### src/hdl/ets_pkg.sv
// Shared types and constants of the expanding trailing stop.
`default_nettype none

package ets_pkg;

    // Fixed widths of the channel payloads.
    localparam int PRICE_PORT_W = 32;
    localparam int REL_W        = 16;
    localparam int HOLD_W       = 16;
    localparam int TICK_W       = 17;
    localparam int CFG_IDX_W    = 4;
    localparam int CFG_DATA_W   = 32;

    // Input command codes.
    localparam logic CMD_OPEN = 1'b0;
    localparam logic CMD_TICK = 1'b1;

    // Position direction codes.
    localparam logic DIR_LONG  = 1'b0;
    localparam logic DIR_SHORT = 1'b1;

    // Configuration register indexes.
    localparam logic [CFG_IDX_W-1:0] REG_DIRECTION     = 4'd0;
    localparam logic [CFG_IDX_W-1:0] REG_STOP_ABSOLUTE = 4'd1;
    localparam logic [CFG_IDX_W-1:0] REG_STOP_RELATIVE = 4'd2;
    localparam logic [CFG_IDX_W-1:0] REG_HOLD_LIMIT    = 4'd3;

    localparam logic [HOLD_W-1:0] HOLD_LIMIT_RESET = 16'd10000;
    localparam logic [TICK_W-1:0] TICK_MAX         = 17'h1FFFF;

    // Configuration register set as seen by the datapath.
    typedef struct packed {
        logic                    direction;
        logic [PRICE_PORT_W-1:0] stop_absolute;
        logic [REL_W-1:0]        stop_relative;
        logic [HOLD_W-1:0]       hold_limit;
    } t_ets_cfg;

endpackage

`default_nettype wire

### src/hdl/ets_ifs.sv
// Valid/ready channel interfaces for the input, result and configuration words.
`default_nettype none

interface ets_in_if
    import ets_pkg::*;
();
    logic                    valid;
    logic                    ready;
    logic                    command;
    logic [PRICE_PORT_W-1:0] ask;
    logic [PRICE_PORT_W-1:0] bid;

    modport source (output valid, output command, output ask, output bid, input ready);
    modport sink   (input valid, input command, input ask, input bid, output ready);
endinterface

interface ets_out_if
    import ets_pkg::*;
();
    logic                    valid;
    logic                    ready;
    logic                    close;
    logic                    timed_out;
    logic [PRICE_PORT_W-1:0] stop_distance;

    modport source (output valid, output close, output timed_out, output stop_distance,
                    input ready);
    modport sink   (input valid, input close, input timed_out, input stop_distance,
                    output ready);
endinterface

interface ets_cfg_if
    import ets_pkg::*;
();
    logic                  valid;
    logic                  ready;
    logic [CFG_IDX_W-1:0]  index;
    logic [CFG_DATA_W-1:0] data;

    modport source (output valid, output index, output data, input ready);
    modport sink   (input valid, input index, input data, output ready);
endinterface

`default_nettype wire

### src/hdl/ets_stop_calc.sv
// Stop distance arithmetic: saturated absolute stop and expanded relative stop.
`default_nettype none

module ets_stop_calc
    import ets_pkg::*;
#(
    parameter int PRICE_BITS    = 32,
    parameter int REL_FRAC_BITS = 12
) (
    input  var t_ets_cfg              i_cfg,
    input  var logic [PRICE_BITS-1:0] i_price,
    input  var logic [PRICE_BITS-1:0] i_entry,
    output var logic [PRICE_BITS-1:0] o_abs_stop,
    output var logic [PRICE_BITS-1:0] o_expanded_stop
);

    localparam int PROD_W = PRICE_BITS + REL_W;

    logic [PRICE_BITS-1:0] diff;
    logic [PROD_W-1:0]     product;
    logic [PROD_W-1:0]     shifted;
    logic [PRICE_BITS-1:0] rel_stop;
    logic [PROD_W-1:0]     abs_ext;

    // Distance moved from the entry price, scaled by the fractional factor.
    assign diff    = (i_price >= i_entry) ? (i_price - i_entry) : (i_entry - i_price);
    assign product = PROD_W'(diff) * PROD_W'(i_cfg.stop_relative);
    assign shifted = product >> REL_FRAC_BITS;

    assign rel_stop = (|shifted[PROD_W-1:PRICE_BITS]) ? {PRICE_BITS{1'b1}}
                                                       : shifted[PRICE_BITS-1:0];

    assign abs_ext    = PROD_W'(i_cfg.stop_absolute);
    assign o_abs_stop = (|abs_ext[PROD_W-1:PRICE_BITS]) ? {PRICE_BITS{1'b1}}
                                                         : abs_ext[PRICE_BITS-1:0];

    assign o_expanded_stop = (rel_stop > o_abs_stop) ? rel_stop : o_abs_stop;

endmodule

`default_nettype wire

### src/hdl/expanding_trailing_stop.sv
// Top level of the expanding trailing stop for one open position.
//
// Usage: configuration words on i_cfg set the direction (long or short), the
// minimum stop distance, the relative stop factor and the hold limit. They are
// always accepted and should only be written while no word is in flight.
// Each word on i_in is either an open command, which records the entry prices
// and resets the stop to its minimum, or a price tick with ask and bid. Every
// input word gives exactly one result word on o_out: the close decision, a
// flag marking a close caused by the hold limit, and the stop distance after
// that word.
// Words pass through the input register, then the evaluation and state
// update in a single pass into the result register. One word is accepted per
// cycle while the receiver takes results; the multiply for the relative stop sits in that single pass.
// When the receiver stalls, the result register holds its word and the input
// register still takes one more word; only then does i_in.ready drop.
// Reset empties both registers, clears all prices, the stop and the tick
// count, and restores the configuration defaults (long, zero stops, hold
// limit of 10000 ticks).
`default_nettype none

module expanding_trailing_stop
    import ets_pkg::*;
#(
    parameter int PRICE_BITS    = 32,
    parameter int REL_FRAC_BITS = 12
) (
    input  var logic  i_clk,
    input  var logic  i_rst_n,
    ets_in_if.sink    i_in,
    ets_cfg_if.sink   i_cfg,
    ets_out_if.source o_out
);

    localparam int PEXT_W = PRICE_BITS + PRICE_PORT_W;

    // Configuration registers.
    t_ets_cfg r_cfg;

    assign i_cfg.ready = 1'b1;

    always_ff @(posedge i_clk) begin
        if (!i_rst_n) begin
            r_cfg.direction     <= DIR_LONG;
            r_cfg.stop_absolute <= '0;
            r_cfg.stop_relative <= '0;
            r_cfg.hold_limit    <= HOLD_LIMIT_RESET;
        end else if (i_cfg.valid) begin
            unique case (i_cfg.index)
                REG_DIRECTION:     r_cfg.direction     <= i_cfg.data[0];
                REG_STOP_ABSOLUTE: r_cfg.stop_absolute <= i_cfg.data[PRICE_PORT_W-1:0];
                REG_STOP_RELATIVE: r_cfg.stop_relative <= i_cfg.data[REL_W-1:0];
                REG_HOLD_LIMIT:    r_cfg.hold_limit    <= i_cfg.data[HOLD_W-1:0];
                default: begin
                end
            endcase
        end
    end

    // Input register. Prices are reduced to the internal price width here.
    logic                  r_in_valid;
    logic                  r_in_cmd;
    logic [PRICE_BITS-1:0] r_in_ask;
    logic [PRICE_BITS-1:0] r_in_bid;
    logic [PEXT_W-1:0]     ask_ext;
    logic [PEXT_W-1:0]     bid_ext;
    logic                  in_accept;
    logic                  advance;

    logic                  r_out_valid;

    // The evaluation stage moves whenever the result register is free or
    // being emptied in this cycle.
    assign advance    = r_in_valid && (!r_out_valid || o_out.ready);
    assign i_in.ready = !r_in_valid || !r_out_valid || o_out.ready;
    assign in_accept  = i_in.valid && i_in.ready;

    assign ask_ext = PEXT_W'(i_in.ask);
    assign bid_ext = PEXT_W'(i_in.bid);

    always_ff @(posedge i_clk) begin
        if (!i_rst_n) begin
            r_in_valid <= 1'b0;
        end else if (in_accept) begin
            r_in_valid <= 1'b1;
        end else if (advance) begin
            r_in_valid <= 1'b0;
        end
    end

    always_ff @(posedge i_clk) begin
        if (in_accept) begin
            r_in_cmd <= i_in.command;
            r_in_ask <= ask_ext[PRICE_BITS-1:0];
            r_in_bid <= bid_ext[PRICE_BITS-1:0];
        end
    end

    // Position state.
    logic [PRICE_BITS-1:0] r_entry_ask, n_entry_ask;
    logic [PRICE_BITS-1:0] r_entry_bid, n_entry_bid;
    logic [PRICE_BITS-1:0] r_ref_ask,   n_ref_ask;
    logic [PRICE_BITS-1:0] r_ref_bid,   n_ref_bid;
    logic [PRICE_BITS-1:0] r_stop,      n_stop;
    logic [TICK_W-1:0]     r_ticks,     n_ticks;

    // Stop arithmetic works on the favorable side of the position: ask for a
    // long position, bid for a short one.
    logic                  is_long;
    logic [PRICE_BITS-1:0] calc_price;
    logic [PRICE_BITS-1:0] calc_entry;
    logic [PRICE_BITS-1:0] abs_stop;
    logic [PRICE_BITS-1:0] expanded_stop;

    assign is_long    = (r_cfg.direction == DIR_LONG);
    assign calc_price = is_long ? r_in_ask : r_in_bid;
    assign calc_entry = is_long ? r_entry_ask : r_entry_bid;

    ets_stop_calc #(
        .PRICE_BITS    (PRICE_BITS),
        .REL_FRAC_BITS (REL_FRAC_BITS)
    ) u_stop_calc (
        .i_cfg           (r_cfg),
        .i_price         (calc_price),
        .i_entry         (calc_entry),
        .o_abs_stop      (abs_stop),
        .o_expanded_stop (expanded_stop)
    );

    // Tick bookkeeping and the close comparisons. The sums carry one extra
    // bit so that a stop reaching past the top of the price range never
    // wraps into a false close.
    logic [TICK_W-1:0]   ticks_inc;
    logic                timeout;
    logic                new_extreme;
    logic [PRICE_BITS:0] long_floor_sum;
    logic [PRICE_BITS:0] short_ceil_sum;
    logic                long_hit;
    logic                short_hit;

    assign ticks_inc = (r_ticks == TICK_MAX) ? r_ticks : r_ticks + 1'b1;
    assign timeout   = ticks_inc > {1'b0, r_cfg.hold_limit};

    assign new_extreme = is_long ? (r_in_ask > r_ref_ask) : (r_in_bid < r_ref_bid);

    assign long_floor_sum = {1'b0, r_in_bid} + {1'b0, r_stop};
    assign short_ceil_sum = {1'b0, r_ref_ask} + {1'b0, r_stop};
    assign long_hit       = long_floor_sum < {1'b0, r_ref_bid};
    assign short_hit      = {1'b0, r_in_ask} > short_ceil_sum;

    logic res_close;
    logic res_timed_out;

    always_comb begin
        n_entry_ask   = r_entry_ask;
        n_entry_bid   = r_entry_bid;
        n_ref_ask     = r_ref_ask;
        n_ref_bid     = r_ref_bid;
        n_stop        = r_stop;
        n_ticks       = r_ticks;
        res_close     = 1'b0;
        res_timed_out = 1'b0;
        if (r_in_cmd == CMD_OPEN) begin
            n_entry_ask = r_in_ask;
            n_entry_bid = r_in_bid;
            n_ref_ask   = r_in_ask;
            n_ref_bid   = r_in_bid;
            n_stop      = abs_stop;
            n_ticks     = '0;
        end else begin
            n_ticks = ticks_inc;
            // The hold limit wins over everything and leaves the reference
            // and stop alone.
            priority if (timeout) begin
                res_close     = 1'b1;
                res_timed_out = 1'b1;
            end else if (new_extreme) begin
                n_ref_ask = r_in_ask;
                n_ref_bid = r_in_bid;
                n_stop    = expanded_stop;
            end else begin
                res_close = is_long ? long_hit : short_hit;
            end
        end
    end

    always_ff @(posedge i_clk) begin
        if (!i_rst_n) begin
            r_entry_ask <= '0;
            r_entry_bid <= '0;
            r_ref_ask   <= '0;
            r_ref_bid   <= '0;
            r_stop      <= '0;
            r_ticks     <= '0;
        end else if (advance) begin
            r_entry_ask <= n_entry_ask;
            r_entry_bid <= n_entry_bid;
            r_ref_ask   <= n_ref_ask;
            r_ref_bid   <= n_ref_bid;
            r_stop      <= n_stop;
            r_ticks     <= n_ticks;
        end
    end

    // Result register. The reported stop saturates to the port width.
    logic [PEXT_W-1:0]       stop_ext;
    logic [PRICE_PORT_W-1:0] stop_port;
    logic                    r_out_close;
    logic                    r_out_timed_out;
    logic [PRICE_PORT_W-1:0] r_out_stop;

    assign stop_ext  = PEXT_W'(n_stop);
    assign stop_port = (|stop_ext[PEXT_W-1:PRICE_PORT_W]) ? {PRICE_PORT_W{1'b1}}
                                                          : stop_ext[PRICE_PORT_W-1:0];

    always_ff @(posedge i_clk) begin
        if (!i_rst_n) begin
            r_out_valid <= 1'b0;
        end else if (advance) begin
            r_out_valid <= 1'b1;
        end else if (o_out.ready) begin
            r_out_valid <= 1'b0;
        end
    end

    always_ff @(posedge i_clk) begin
        if (advance) begin
            r_out_close     <= res_close;
            r_out_timed_out <= res_timed_out;
            r_out_stop      <= stop_port;
        end
    end

    assign o_out.valid         = r_out_valid;
    assign o_out.close         = r_out_close;
    assign o_out.timed_out     = r_out_timed_out;
    assign o_out.stop_distance = r_out_stop;

endmodule

`default_nettype wire

### src/flat_wrapper.sv
// flat-port wrapper written by rule: the top's interface ports become plain ports
module expanding_trailing_stop_flat import ets_pkg::*;
#(
    parameter int PRICE_BITS    = 32,
    parameter int REL_FRAC_BITS = 12
)
  (i_clk, i_rst_n, i_in_valid, i_in_command, i_in_ask, i_in_bid, i_in_ready, i_cfg_valid, i_cfg_index, i_cfg_data, i_cfg_ready, o_out_valid, o_out_close, o_out_timed_out, o_out_stop_distance, o_out_ready);
  ets_in_if i_in_i ();
  ets_cfg_if i_cfg_i ();
  ets_out_if o_out_i ();
  input  var logic i_clk;
  input  var logic i_rst_n;
  input wire logic [$bits(i_in_i.valid)-1:0] i_in_valid;
  input wire logic [$bits(i_in_i.command)-1:0] i_in_command;
  input wire logic [$bits(i_in_i.ask)-1:0] i_in_ask;
  input wire logic [$bits(i_in_i.bid)-1:0] i_in_bid;
  output wire logic [$bits(i_in_i.ready)-1:0] i_in_ready;
  input wire logic [$bits(i_cfg_i.valid)-1:0] i_cfg_valid;
  input wire logic [$bits(i_cfg_i.index)-1:0] i_cfg_index;
  input wire logic [$bits(i_cfg_i.data)-1:0] i_cfg_data;
  output wire logic [$bits(i_cfg_i.ready)-1:0] i_cfg_ready;
  output wire logic [$bits(o_out_i.valid)-1:0] o_out_valid;
  output wire logic [$bits(o_out_i.close)-1:0] o_out_close;
  output wire logic [$bits(o_out_i.timed_out)-1:0] o_out_timed_out;
  output wire logic [$bits(o_out_i.stop_distance)-1:0] o_out_stop_distance;
  input wire logic [$bits(o_out_i.ready)-1:0] o_out_ready;
  assign i_in_i.valid = i_in_valid;
  assign i_in_i.command = i_in_command;
  assign i_in_i.ask = i_in_ask;
  assign i_in_i.bid = i_in_bid;
  assign i_in_ready = i_in_i.ready;
  assign i_cfg_i.valid = i_cfg_valid;
  assign i_cfg_i.index = i_cfg_index;
  assign i_cfg_i.data = i_cfg_data;
  assign i_cfg_ready = i_cfg_i.ready;
  assign o_out_valid = o_out_i.valid;
  assign o_out_close = o_out_i.close;
  assign o_out_timed_out = o_out_i.timed_out;
  assign o_out_stop_distance = o_out_i.stop_distance;
  assign o_out_i.ready = o_out_ready;
  expanding_trailing_stop #(.PRICE_BITS(PRICE_BITS), .REL_FRAC_BITS(REL_FRAC_BITS)) u_core (.i_clk(i_clk), .i_rst_n(i_rst_n), .i_in(i_in_i), .i_cfg(i_cfg_i), .o_out(o_out_i));
endmodule
### config.mk
export PLATFORM = sky130hd
export DESIGN_NAME = expanding_trailing_stop_flat
export DESIGN_NICKNAME = d
export VERILOG_FILES = /design/src/hdl/ets_pkg.sv /design/src/hdl/ets_ifs.sv /design/src/hdl/ets_stop_calc.sv /design/src/hdl/expanding_trailing_stop.sv /design/src/flat_wrapper.sv
export SDC_FILE = /design/constraint.sdc
export NUM_CORES = 2
export LEC_CHECK = 0
export ABC_AREA = 1
export BUFFER_PORTS_ARGS = -buffer_cell sky130_fd_sc_hd__buf_2
export CAP_MARGIN = 20
export CORE_MARGIN = 2
export CORE_UTILIZATION = 40
export DETAILED_ROUTE_END_ITERATION = 8
export GPL_TIMING_DRIVEN = 0
export PLACE_DENSITY = 0.52
export SYNTH_ARGS = -nofsm -noshare
export SYNTH_HDL_FRONTEND = slang
export SYNTH_SLANG_ARGS = --single-unit
### constraint.sdc
create_clock -name i_clk -period 12.48 [get_ports i_clk]
set_input_delay 1.872 -clock i_clk [delete_from_list [all_inputs] [get_ports i_clk]]
set_output_delay 1.872 -clock i_clk [all_outputs]
set_load 0.02 [all_outputs]
==> impl_metrics.toml <==
[power_and_ir_drop]
pwr-share-comb_pct = 49.8
leakagePower_nw = 21.60
swShare_pct = 45.44
total_power_mw = 5.038
p_sw_mw = 2.289
p_per_area_mw_per_mm2 = 110.2
p_int_mw = 2.749
irDropWorstVdd_v = 0.0001100
seq_power_share_pct = 26.1
clockPowerShare_pct = 24.1

[critical_path]
crit_type = "reg -> reg"
start_kind = "flop"
cp_max_fo = 10
worstPathArrival_ns = 12.25
worst_path_max_delay_cell = "fa_1"
required_ns = 12.77
cp_slowest_stage_delay_ns = 0.61
end_kind = "flop"
path_common_cell = "nand2_1"

[synth]
ys.flop_type = "dfxtp_1"
yosysMostFrequentCell = "inv_1"
synth_seq_cells = 343
synth_edf_count = 99
yosys.area.top_type = "fa_1"
synth_area_leaders = "fa_1, ha_1, dfxtp_1"
avgSynthCellArea_um2 = 7.526
synth_top_cells_by_count = "inv_1, nand2_1, nor2_1"
yosysSeqAreaShare_pct = 19.25
ys_warn_count = 0
syn-num-nets = 6371
yosysTopAreaCellShare_pct = 20.64
synth_cells = 5425
ys_types = 62
synthArstFlopShare_pct = 0
syn_area_mm2 = 0.04083

[timing]
fmax_ghz = 0.08359
finalSetupViolCount = 0
period_share_pct = 95.86
worst-slew-pin-transition_ns = 1.214
relSlewSlack_pct = 19.10
maxSlewViolCount = 0
fin_ws_ns = 0.5163
finalHoldViolations = 0
post-route-min-period_ns = 11.96
fin_skew_ns = 0.02406

[cts]
clock-sinks = 343
clock_latency_ns = 0.59
cts_buffers = 39
h-tree-depth = 2
clockBufferDepth = 3
cts_tree = "done"
path_clk_slew_ns = 0.06
root_buffer = "clkbuf_16"

[route]
route.detailed.wl_per_inst_um = 20.66
drc = 0
drt_iter0_drc = 2727
first_pass_iters = 5
antenna_left = 0
routed_wl_mm = 145.7
vias_per_cell = 5.196
vias = 36660

[grt]
grt_pass1_vias = 35770
gr-total-overflow = 0
grt_pass1_wl_mm = 219.6
grt_usage_pct = 27.92
grt_max_degree = 44
antenna_found_initial = 0

[finish]
diodes = 0
drive_gt1_share_pct = 9.689
fillCellCount = 10630
area_growth_syn_to_layout_pct = 11.93
nNetsFinal = 6602

[floorplan]
io_pins = 143
die_w_um = 323.5
die_h_um = 323.5
core_mm2 = 0.1014
start_util_pct = 40.24
dieArea_mm2 = 0.1046
rows = 117

[worst_hold_path]
hold_path.class = "reg -> reg"

[placement]
dp.final_hpwl_mm = 121.0
gp_congestion = 0.9402
dp_slack_ns = -2.388
portBuffers = 140

[status]
outcome = "complete, no violations"

[run]
drv_cap = 0
[power by group through the flow]
stage               Clock [mW]  Sequential (mW)  Combinational, mW
detailed placement           0             1.34               2.27
CTS                       1.24             1.31               2.37
finish                    1.22             1.31               2.51
floorplan                    0             1.31               1.46
global route              1.28             1.32               2.75
global placement             0             1.34               2.27
[cells in the final DEF (no fill, tap or decap), types with 101 or more instances in the layout]
cell type / synthesis / final
inv_1: 1046 / 1032
nand2_1: 937 / 911
nor2_1: 515 / 508
a21oi_1: 511 / 490
fa_1: 421 / 409
ha_1: 419 / 395
o21ai_0: 351 / 337
dfxtp_1: 244 / 243
buf_2: 13 / 156
clkbuf_1: 164 / 143
nand3_1: 112 / 112
xor2_1: 104 / 101
[flip-flops by register name, summed over array words and instances, names as in the netlist]
register,count
u_core.o_out.close,1
u_core.o_out.stop_distance,32
u_core.o_out.timed_out,1
u_core.o_out.valid,1
u_core.r_cfg,65
u_core.r_entry_ask,32
u_core.r_entry_bid,32
u_core.r_in_ask,32
u_core.r_in_bid,32
u_core.r_in_cmd,1
u_core.r_in_valid,1
u_core.r_ref_ask,32
u_core.r_ref_bid,32
u_core.r_stop,32
u_core.r_ticks,17
[per-stage QoR]
stage	instance area [um2]	utilization [%]	hold slack (ns)	setup TNS (ns)	cells
3_3_place_gp	43240	42.62	0.4393	-177.48	6933
3_5_place_dp	43320	42.71	0.4436	-143.57	6937
6_report	45700	45.05	0.4560	0	7055
4_1_cts	44970	44.33	0.4539	0	7020
2_1_floorplan	40830	-	0.4292	0	5425
5_1_grt	45700	45.05	0.4695	-0.01006	7055
[worst paths after layout]
| check | from | to | slack [ns] | depth (start not counted) |
|---|---|---|---|---|
| min reg2reg | u_core.r_entry_bid[1]$_SDFFE_PN0P_ | u_core.r_entry_bid[1]$_SDFFE_PN0P_ | 0.46 | 2 |
| min | u_core.r_entry_bid[1]$_SDFFE_PN0P_ | u_core.r_entry_bid[1]$_SDFFE_PN0P_ | 0.46 | 2 |
| max | u_core.r_cfg[64]$_SDFFE_PN0P_ | u_core.o_out.stop_distance[28]$_DFFE_PP_ | 0.52 | 54 |
| max reg2reg | u_core.r_cfg[64]$_SDFFE_PN0P_ | u_core.o_out.stop_distance[28]$_DFFE_PP_ | 0.52 | 54 |
[metal layers]
metal  track usage [%]  up-vias  share of wire (%)
li1                  -    17660                  -
met1             40.12    17780                 47
met2             43.26     1044                 44
met3             3.732      179                6.0
met4             8.837        0                3.5
met5                 0        -                  0
[repair_timing]
item / CTS / global route
resized for setup: 91 / 174
endpoints found under the setup margin: 64 / 64
pin swaps: 2 / 26
buffers inserted: 15 / 34
cloned: 0 / 1
hold buffers: 0 / 0
[logic make-up after synthesis]
family / count (synthesis) / synth area share, %
other: 1 / 0.009185
XOR/XNOR: 147 / 3.154
buffers and inverters: 1254 / 11.64
adder cells (fa/ha/maj): 840 / 33.48
flip-flops: 343 / 19.25
multiplexers: 1 / 0.02452
AO/OA/AOI/OAI: 1102 / 14.97
AND/OR/NAND/NOR: 1737 / 17.47
[layout make-up]
| class | instances | area (um2) | area share [%] |
|---|---|---|---|
| clock inverters | 20 | 240.2 | 0.5257 |
| plain buffers | 182 | 854.6 | 1.870 |
| well taps | 1368 | 1712 | 3.746 |
| multi-input cells | 3828 | 28660 | 62.71 |
| flip-flops and latches | 343 | 7861 | 17.20 |
| clock buffers | 52 | 1076 | 2.355 |
| inverters | 1068 | 4089 | 8.948 |
| repair buffers | 194 | 1206 | 2.639 |
[worst max-delay path: cells and delay by family (launching register included)]
family	cells	cell delay, ns
flip-flops	1	0.43
XOR/XNOR	1	0.24
adder cells (fa/ha/maj)	9	4.10
buffers and inverters	12	1.71
AO/OA/AOI/OAI	16	3.13
AND/OR/NAND/NOR	16	2.05
Power figures use the tool's default switching activity.
